## src/design/rrts_pkg.sv

```systemverilog
// Package for the round-robin thread scheduler.
// Holds slot status codes, opcodes, result status codes and parameter defaults.
// No dependencies.
package rrts_pkg;

    localparam int NUM_SLOTS_DEF    = 32;
    localparam int CHANNEL_BITS_DEF = 16;
    localparam int SPACE_BITS_DEF   = 48;

    localparam int ID_BITS = 31;
    localparam logic [ID_BITS-1:0] KERNEL_ID_RESET = 31'd1;
    localparam logic [ID_BITS-1:0] USER_ID_RESET   = 31'd100;

    // slot status codes
    localparam logic [2:0] ST_UNUSED   = 3'd0;
    localparam logic [2:0] ST_RUNNABLE = 3'd1;
    localparam logic [2:0] ST_RUNNING  = 3'd2;
    localparam logic [2:0] ST_SLEEPING = 3'd3;
    localparam logic [2:0] ST_ZOMBIE   = 3'd4;

    // opcodes
    localparam logic [2:0] OP_CREATE_KERNEL = 3'd0;
    localparam logic [2:0] OP_CREATE_USER   = 3'd1;
    localparam logic [2:0] OP_YIELD         = 3'd2;
    localparam logic [2:0] OP_SLEEP_CHAN    = 3'd3;
    localparam logic [2:0] OP_WAKE_CHAN     = 3'd4;
    localparam logic [2:0] OP_TIMED_SLEEP   = 3'd5;
    localparam logic [2:0] OP_EXIT          = 3'd6;
    localparam logic [2:0] OP_TICK          = 3'd7;

    // result status codes
    localparam logic [1:0] RES_OK         = 2'd0;
    localparam logic [1:0] RES_TABLE_FULL = 2'd1;
    localparam logic [1:0] RES_NO_RUN     = 2'd2;

endpackage

```

## src/design/rrts_cell.sv

```systemverilog
// One thread slot of the scheduler ring.
// Depends on rrts_pkg for the id width, parameter defaults and slot status codes.
module rrts_cell
    import rrts_pkg::*;
#(
    parameter int CHANNEL_BITS = CHANNEL_BITS_DEF,
    parameter int SPACE_BITS   = SPACE_BITS_DEF,
    parameter logic [2:0] RESET_STATUS = ST_UNUSED
) (
    input  logic                    aclk,
    input  logic                    aresetn,
    input  logic                    shift,
    input  logic [2:0]              status_in,
    input  logic [ID_BITS-1:0]      ident_in,
    input  logic [CHANNEL_BITS-1:0] channel_in,
    input  logic [63:0]             deadline_in,
    input  logic [SPACE_BITS-1:0]   space_in,
    output logic [2:0]              status_q,
    output logic [ID_BITS-1:0]      ident_q,
    output logic [CHANNEL_BITS-1:0] channel_q,
    output logic [63:0]             deadline_q,
    output logic [SPACE_BITS-1:0]   space_q
);

    logic [2:0]              status_reg;
    logic [ID_BITS-1:0]      ident_reg;
    logic [CHANNEL_BITS-1:0] channel_reg;
    logic [63:0]             deadline_reg;
    logic [SPACE_BITS-1:0]   space_reg;

    // advance the neighbor's slot into this cell on every shift
    always_ff @(posedge aclk) begin
        if (!aresetn) begin
            status_reg   <= RESET_STATUS;
            ident_reg    <= '0;
            channel_reg  <= '0;
            deadline_reg <= '0;
            space_reg    <= '0;
        end else if (shift) begin
            status_reg   <= status_in;
            ident_reg    <= ident_in;
            channel_reg  <= channel_in;
            deadline_reg <= deadline_in;
            space_reg    <= space_in;
        end
    end

    assign status_q   = status_reg;
    assign ident_q    = ident_reg;
    assign channel_q  = channel_reg;
    assign deadline_q = deadline_reg;
    assign space_q    = space_reg;

endmodule

```

## config.mk

```make
export PLATFORM = sky130hd
export DESIGN_NAME = rrts_cell
export DESIGN_NICKNAME = d
export VERILOG_FILES = /design/src/design/rrts_pkg.sv /design/src/design/rrts_cell.sv
export SDC_FILE = /design/constraint.sdc
export NUM_CORES = 1
export LEC_CHECK = 0
export ABC_AREA = 1
export BUFFER_PORTS_ARGS = -buffer_cell sky130_fd_sc_hd__buf_2
export CAP_MARGIN = 30
export CORE_MARGIN = 2
export CORE_UTILIZATION = 42
export CTS_CLUSTER_DIAMETER = 50
export DETAILED_ROUTE_END_ITERATION = 16
export PLACE_DENSITY = 0.84
export SYNTH_ARGS = -nofsm -noshare
export SYNTH_HDL_FRONTEND = slang
export SYNTH_SLANG_ARGS = --single-unit
```

## constraint.sdc

```tcl
create_clock -name aclk -period 0.8 [get_ports aclk]
set_input_delay 0.16 -clock aclk [delete_from_list [all_inputs] [get_ports aclk]]
set_output_delay 0.16 -clock aclk [all_outputs]
set_load 0.01 [all_outputs]
```

**Word level (Yosys, flattened, before mapping)**

Cells that the tools add are included.

- Bits in registers: 162
- Latch bits: 0
- Bits in writable memories: 0
- ROM bits: 0
- Input port bits: 165
- Output and inout bits: 162
- Word-level logic and storage cells: 5
- Memories kept: 0

- Add/sub/neg operators: 0
- Multipliers: 0
- Div/mod/pow operators: 0
- $lt $le $gt $ge: 0
- Equal/unequal tests: 0
- Shift operators: 0
- Mux-type cells: 0
- Bitwise gates (word level): 0
- Reductions and logical operators: 0

**Longest topological paths before layout**

Gate-level depths: netlist (run 1).

- Word-level depth: 0
- Gate-level depth with buffers: 6
- Mapped depth without buffers: 4

**Worst setup path after synthesis (run 1)**

No wires, ideal clock.

- Kind: input to register
- Start: in shift
- End: reg deadline_reg[39] (netlist: deadline_q[39])
- Library setup time: 114 ps
- Arrival: 721 ps
- Slack: -35 ps
- Cell stages on the path: 5
- Cell sequence: buf_6 buf_6 buf_2 nor2_1 nor2_2

RTL lines:

| element | line | source |
|---|---|---|
| from (decl) | rrts_cell.sv:12 | `input logic shift,` |
| to (signal assigned) | rrts_cell.sv:43 | `deadline_reg <= deadline_in;` |
| to (decl) | rrts_cell.sv:28 | `logic [63:0] deadline_reg;` |

**Worst setup path in the final report (run 1)**

- Start: reg ident_reg[13] (netlist: ident_q[13])
- End: out ident_q[13]

RTL lines:

| element | line | source |
|---|---|---|
| from (decl) | rrts_cell.sv:26 | `logic [ID_BITS-1:0] ident_reg;` |
| from (signal assigned) | rrts_cell.sv:41 | `ident_reg <= ident_in;` |
| to (decl) | rrts_cell.sv:19 | `output logic [ID_BITS-1:0] ident_q,` |

No word-level cell between the ends.

==> results.txt, run 1 <==
----------------------------------------------------
[Detailed routing]
  Routed wire length ... 21200 um
  Initial detailed-routing violation count ... 345
  Detailed-route DRC error count ... 0
  Number of antenna-violating nets in the routed design ... 0
  Overall via count from detail_route ... 7294
  Detail-routed net length per standard cell ... 13.1 um
  Per-cell via count in the routed design ... 4.51
  Drt pass-1 iters ... 5

[Power]
  Switching portion of total power ... 26.1%
  Pwr Density ... 2000 nW/um^2
  Fraction of power consumed by the clock network ... 39.1%
  Internal Power ... 0.0159 W
  Sequential power share ... 42.8%
  Leakage component of the power ... 6.08 nW
  Total power after layout ... 0.0215 W
  Gate power share ... 18.1%
  Net switching power of the design ... 0.00560 W
  Highest ir drop seen on vdd ... 1.41 mV

[Global route]
  Grt total ovfl ... 0
  Initial antenna violation count ... 0
  Largest net degree at the start of global routing ... 79
  Wire length of the first global-routing pass ... 31000 um
  Number of global-route vias before repair ... 6848
  Tot GR Track Use ... 22.9%

[Place]
  Placer congestion estimate ... 0.825
  Number of buffers inserted by port buffering ... 326
  Detailed placer's ending HPWL ... 12500 um
  Cells after DPL ... 1559

[CTS]
  Deepest level of the CTS H-tree ... 4
  Clk Latency, worst-skew pair ... 410 ps
  Clk buf depth ... 2
  Number of buffers created by CTS ... 17
  TritonCTS clock tree ... built
  Root Driver ... clkbuf_16
  Clock transition at path regs ... 70 ps
  Total clock sinks ... 162
  Cts-stage hold buffer count ... 0

[Synth]
  Library cell with the largest summed area after synthesis ... dfxtp_1
  Net count after synthesis ... 1191
  Count of cell types in the netlist ... 10
  Dominant cells by area after synthesis ... dfxtp_1 (48%), nand2_1 (18%), nor2_1 (18%), inv_1 (9.1%), buf_4 (2.4%)
  Synthesized area per cell ... 6.54 um^2
  Total number of yosys warnings ... 0
  Instance count of the mapped netlist ... 1026
  Fraction of the yosys area taken by sequential cells ... 48.4%
  Cell area after technology mapping ... 6710 um^2
  Flops & latches, synth ... 162
  Fraction of post-synthesis cell area in the top cell type by area ... 48.4%

[Final layout]
  Core utilization of the finished layout ... 68.1%
  Most common cell after layout, fill and taps aside ... nand2_1
  Diodes inserted ... 0
  Fraction of layout instances using a drive strength above 1 ... 43.5%
  Commonest non-fill, non-tap cells in the layout ... nand2_1 (324), nor2_1 (303)
  Post-Layout Cell Count ... 1617
  Area Overhead vs Synth ... 60.2%
  Net total in the final layout ... 1553

[Floorplanning]
  Die height ... 130 um
  Initial standard-cell utilization of the core ... 42.5%
  Top-level I/O count ... 327
  Standard-cell rows ... 46
  Std-Cell Core Area ... 15800 um^2
  Area of the die ... 17000 um^2
  Chip Width ... 130 um

[Worst setup path]
  Kind of end point of the critical path ... output port
  Startpoint type of the worst setup path ... flip-flop
  Data required time of the critical path ... 640 ps
  CP top delay family ... flip-flops
  Setup Crit Path Kind ... flip-flop to output port
  Buffers plus inverters on the worst setup path ... 1
  Series of cell instances along the critical path ... buf_6
  Largest fanout on the critical path ... 2
  Critical-path cell with the highest stage delay ... dfxtp_2
  Data arrival time at the worst-slack endpoint ... 880 ps
  Maximum cell stage delay along the critical path ... 350 ps

[Worst hold path]
  Type of the most critical hold path ... primary input to flip-flop

[Outcome]
  Status ... finished, violations left
  Failing checks ... setup timing

[Timing]
  Slew at the pin closest to its max-slew limit ... 339 ps
  Max Fclk ... 961 MHz
  Slack of the critical path ... -241 ps
  Final clock period utilization by the worst path ... 130%
  RSZ-0062 raised after global routing ... yes
  Setup Viol. Count Final ... 163
  Clock skew ... 0 ps
  Shortest clock period the worst path allows after layout ... 1040 ps
  Worst-case headroom to the max-slew limit ... 77.4%
  Count of final max-slew check failures ... 0
  Final hold violation count ... 0

[Run]
  Max-capacitance violation count ... 0

----------------------------------------------------
==> worst paths after layout <==
check,cells past startpoint,to,from,slack [ps]
worst max-delay path,1,ident_q[13],ident_q[13]$_SDFFE_PN0P_,-240
worst max register to register,4,ident_q[22]$_SDFFE_PN0P_,ident_q[22]$_SDFFE_PN0P_,-70
worst min-delay path,5,ident_q[30]$_SDFFE_PN0P_,ident_in[30],30
worst min register to register,2,deadline_q[14]$_SDFFE_PN0P_,deadline_q[14]$_SDFFE_PN0P_,480
==> registers in the layout, indices dropped and copies added, names as in the netlist <==
signal,flops
status_q,3
deadline_q,64
ident_q,31
channel_q,16
space_q,48
==> kinds of logic after synthesis <==
| logic type | after synthesis | share of synthesized area [%] |
|---|---|---|
| buffers and inverters | 216 | 15.0 |
| flip-flops | 162 | 48.4 |
| AND/OR/NAND/NOR | 648 | 36.6 |
==> routing by layer <==
| layer | share of wire [%] | vias to the layer above | GRT usage (%) |
|---|---|---|---|
| met2 | 51 | 329 | 40.8 |
| met5 | 0 | - | 0 |
| li1 | - | 3614 | - |
| met4 | 3.4 | 0 | 11.8 |
| met1 | 37 | 3284 | 23.7 |
| met3 | 8.9 | 67 | 8.12 |
==> through the flow <==
stage | cell area, um^2 | hold WS, ps | TNS [ps] | worst slack [ps]
after detailed placement | 8720 | 450 | -14190 | -191
after global placement | 8720 | 441 | -11890 | -157
final | 10700 | 29.3 | -34110 | -241
after global routing | 10700 | 21.8 | -40020 | -272
after CTS | 10600 | 4.40 | -37240 | -261
after floorplan | 6770 | 348 | -1140 | -9.61
==> layout make-up <==
class / count / area (um^2)
repair buffers: 397 / 3330
fillers: 1113 / 5030
clock buffers: 20 / 447
well taps: 216 / 270
inverters: 162 / 608
clock inverters: 12 / 158
multi-input cells: 648 / 2480
flip-flops and latches: 162 / 3450
==> power groups by stage <==
stage                     clock network, W  registers, W  logic, W
after floorplan                          0       0.00936   0.00142
after global placement                   0       0.00908   0.00293
after detailed placement                 0       0.00909   0.00299
after CTS                          0.00852       0.00916   0.00369
after global routing               0.00892       0.00923   0.00426
final                              0.00838       0.00918   0.00389
==> repair_timing <==
action,4_1_cts,5_1_grt
pin swaps,0,2
gates resized for setup,327,3
buffers inserted,14,12
endpoints found under the setup margin,162,162
==> synth_stat cells <==
cell      count
inv_1       162
buf_6        12
nand2_1     324
buf_8         1
dfxtp_1     162
nor2_1      315
buf_2        13
buf_4        21
nor2_2        9
clkbuf_1      7
Note: power is estimated with default switching activity, not from simulation.
==> inputs of run 2 (changes only) <==
==> constraint.sdc (replaced) <==
create_clock -name aclk -period 0.8 [get_ports aclk]
set_input_delay 0.04 -clock aclk [delete_from_list [all_inputs] [get_ports aclk]]
set_output_delay 0.04 -clock aclk [all_outputs]
set_load 0.01 [all_outputs]
==> run 2 against run 1 <==
Compared with the run above:
- the flow still finishes with violations (setup timing)
- first-iteration DRC count up 89%
- setup slack better by 110 ps
- non-clock buffer count up 171
- maximum frequency up 11%
- routed wire length up 44%
- register-to-register slack better by 30 ps
- largest power group unchanged
- highest routed layer unchanged
==> results.txt, run 2 (synthesis gave the netlist of run 1 again) <==
----------------------------------------------------
[Timing]
  Clock skew ... 0 ps (unchanged)
  Count of final max-slew check failures ... 0 (unchanged)
  Worst-case headroom to the max-slew limit ... 79.6% (was 77.4%)
  Slew at the pin closest to its max-slew limit ... 306 ps (was 339 ps)
  Shortest clock period the worst path allows after layout ... 934 ps (was 1040 ps)
  RSZ-0062 raised after global routing ... yes (unchanged)
  Slack of the critical path ... -134 ps (was -241 ps)
  Final hold violation count ... 0 (unchanged)
  Final clock period utilization by the worst path ... 117% (was 130%)
  Max Fclk ... 1070 MHz (was 961 MHz)
  Setup Viol. Count Final ... 164 (was 163)

[Worst setup path]
  Startpoint type of the worst setup path ... flip-flop (unchanged)
  Buffers plus inverters on the worst setup path ... 1 (unchanged)
  Largest fanout on the critical path ... 2 (unchanged)
  Data arrival time at the worst-slack endpoint ... 890 ps (was 880 ps)
  CP top delay family ... flip-flops (unchanged)
  Kind of end point of the critical path ... output port (unchanged)
  Data required time of the critical path ... 760 ps (was 640 ps)
  Setup Crit Path Kind ... flip-flop to output port (unchanged)
  Critical-path cell with the highest stage delay ... dfxtp_4 (was dfxtp_2)
  Maximum cell stage delay along the critical path ... 360 ps (was 350 ps)
  Start point of the critical path ... deadline_q[51]$_SDFFE_PN0P_ (was ident_q[13]$_SDFFE_PN0P_)
  Series of cell instances along the critical path ... buf_6 (unchanged)
  Worst flop-to-flop path startpoint ... channel_q[5]$_SDFFE_PN0P_ (was ident_q[22]$_SDFFE_PN0P_)

[Global route]
  Largest net degree at the start of global routing ... 55 (was 79)
  Wire length of the first global-routing pass ... 43800 um (was 31000 um)
  Number of global-route vias before repair ... 9040 (was 6848)
  Initial antenna violation count ... 1 (was 0)
  Tot GR Track Use ... 33.2% (was 22.9%)
  Grt total ovfl ... 0 (unchanged)

[Place]
  Number of buffers inserted by port buffering ... 326 (unchanged)
  Area after DPL ... 8630 um^2 (was 8720 um^2)
  Detailed placer's ending HPWL ... 13000 um (was 12500 um)
  Placer congestion estimate ... 0.876 (was 0.825)
  Pre-CTS WS ... -30.4 ps (was -191 ps)

[Detailed routing]
  Per-cell via count in the routed design ... 4.93 (was 4.51)
  Drt pass-1 iters ... 5 (unchanged)
  Routed wire length ... 30400 um (was 21200 um)
  Detailed-route DRC error count ... 0 (unchanged)
  Overall via count from detail_route ... 8816 (was 7294)
  Detail-routed net length per standard cell ... 17.0 um (was 13.1 um)
  Number of antenna-violating nets in the routed design ... 0 (unchanged)
  Initial detailed-routing violation count ... 651 (was 345)

[CTS]
  Clk Latency, worst-skew pair ... 410 ps (about the same)
  Total clock sinks ... 162 (unchanged)
  Clk buf depth ... 2 (unchanged)
  Deepest level of the CTS H-tree ... 4 (unchanged)
  Root Driver ... clkbuf_16 (unchanged)
  Clock transition at path regs ... 70 ps (about the same)
  TritonCTS clock tree ... built (unchanged)
  Number of buffers created by CTS ... 17 (unchanged)

[Final layout]
  Flip-flop count of the largest register after layout ... 64 (unchanged)
  Fraction of layout instances using a drive strength above 1 ... 38.9% (was 43.5%)
  Register cell area after layout ... 3450 um^2 (about the same)
  Area occupied by multi-input gates ... 2460 um^2 (was 2480 um^2)
  Area Overhead vs Synth ... 84.3% (was 60.2%)
  Net total in the final layout ... 1724 (was 1553)
  Commonest non-fill, non-tap cells in the layout ... nand2_1 (324), nor2_1 (313) (was nand2_1 (324), nor2_1 (303))
  Non-Filler Cell Area, Final ... 12400 um^2 (was 10700 um^2)
  Most common cell after layout, fill and taps aside ... nand2_1 (unchanged)
  Number of fillers in the final layout ... 780 (was 1113)
  Core utilization of the finished layout ... 78.4% (was 68.1%)

[Floorplanning]
  Die height ... 130 um (unchanged)
  Std-Cell Core Area ... 15800 um^2 (unchanged)
  Chip Width ... 130 um (unchanged)
  Standard-cell rows ... 46 (unchanged)
  Initial standard-cell utilization of the core ... 42.5% (unchanged)
  Top-level I/O count ... 327 (unchanged)
  Area of the die ... 17000 um^2 (unchanged)

[Outcome]
  Failing checks ... setup timing (unchanged)
  Status ... finished, violations left (unchanged)

[Power]
  Pwr Density ... 1780 nW/um^2 (was 2000 nW/um^2)
  Total power after layout ... 0.0221 W (was 0.0215 W)
  Highest ir drop seen on vdd ... 1.33 mV (was 1.41 mV)
  Leakage component of the power ... 6.79 nW (was 6.08 nW)

[Run]
  Max-capacitance violation count ... 0 (unchanged)

[Worst hold path]
  Type of the most critical hold path ... primary input to flip-flop (unchanged)
  Hold Path Origin ... shift (was ident_in[30])

----------------------------------------------------
-- run 2: repair_timing --
| item | CTS | global route |
|---|---|---|
| hold endpoints to repair | 162 | 0 |
| resized for setup | 325 | 2 |
| buffers inserted | 13 | 27 |
| cloned | 0 | 0 |
| setup endpoints to repair | 162 | 162 |
| hold buffers | 162 | 0 |
-- run 2: metal layers --
metal | wire length (um) | global-route usage, %
met5 | 0 | 0
met4 | 2500 | 25.6
met3 | 2940 | 11.2
met2 | 14700 | 58.1
met1 | 10200 | 32.3
-- run 2: tightest hold or removal path, stage by stage --
cell and delay (ps):
clkbuf_8 130, buf_12 150, nor2_1 70, nor2_2 80
-- run 2: metrics by stage --
step	hold WS, ps	setup TNS [ps]	std cells
global placement	321	0	1554
finish	109	-16410	1789
CTS	91.6	-18380	1761
floorplan	228	0	1026
detailed placement	331	-263	1554
global route	118	-21380	1789
-- run 2: worst paths after layout --
kind                                       to  cells after the start  slack [ps]
setup / recovery               deadline_q[51]                      1        -130
hold / removal    deadline_q[40]$_SDFFE_PN0P_                      4         110
setup reg to reg    channel_q[5]$_SDFFE_PN0P_                      3         -40
hold reg to reg   deadline_q[38]$_SDFFE_PN0P_                      2         480
-- run 2: final cells by class --
type	instances	area share (%)
diodes	1	0.0202
clock buffers	19	3.67
clock inverters	13	1.01
inverters	162	4.92
multi-input cells	648	19.9
flip-flops and latches	162	27.9
well taps	216	2.19
repair buffers	568	40.4
-- run 2: report_power, final --
group | switching [W] | total [W] | internal [W] | leakage (nW)
clock | 0.00345 | 0.00795 | 0.00450 | 0.275
combinational | 0.00225 | 0.00487 | 0.00262 | 5.12
sequential | 0.000474 | 0.00923 | 0.00876 | 1.39
total | 0.00617 | 0.0221 | 0.0159 | 6.79
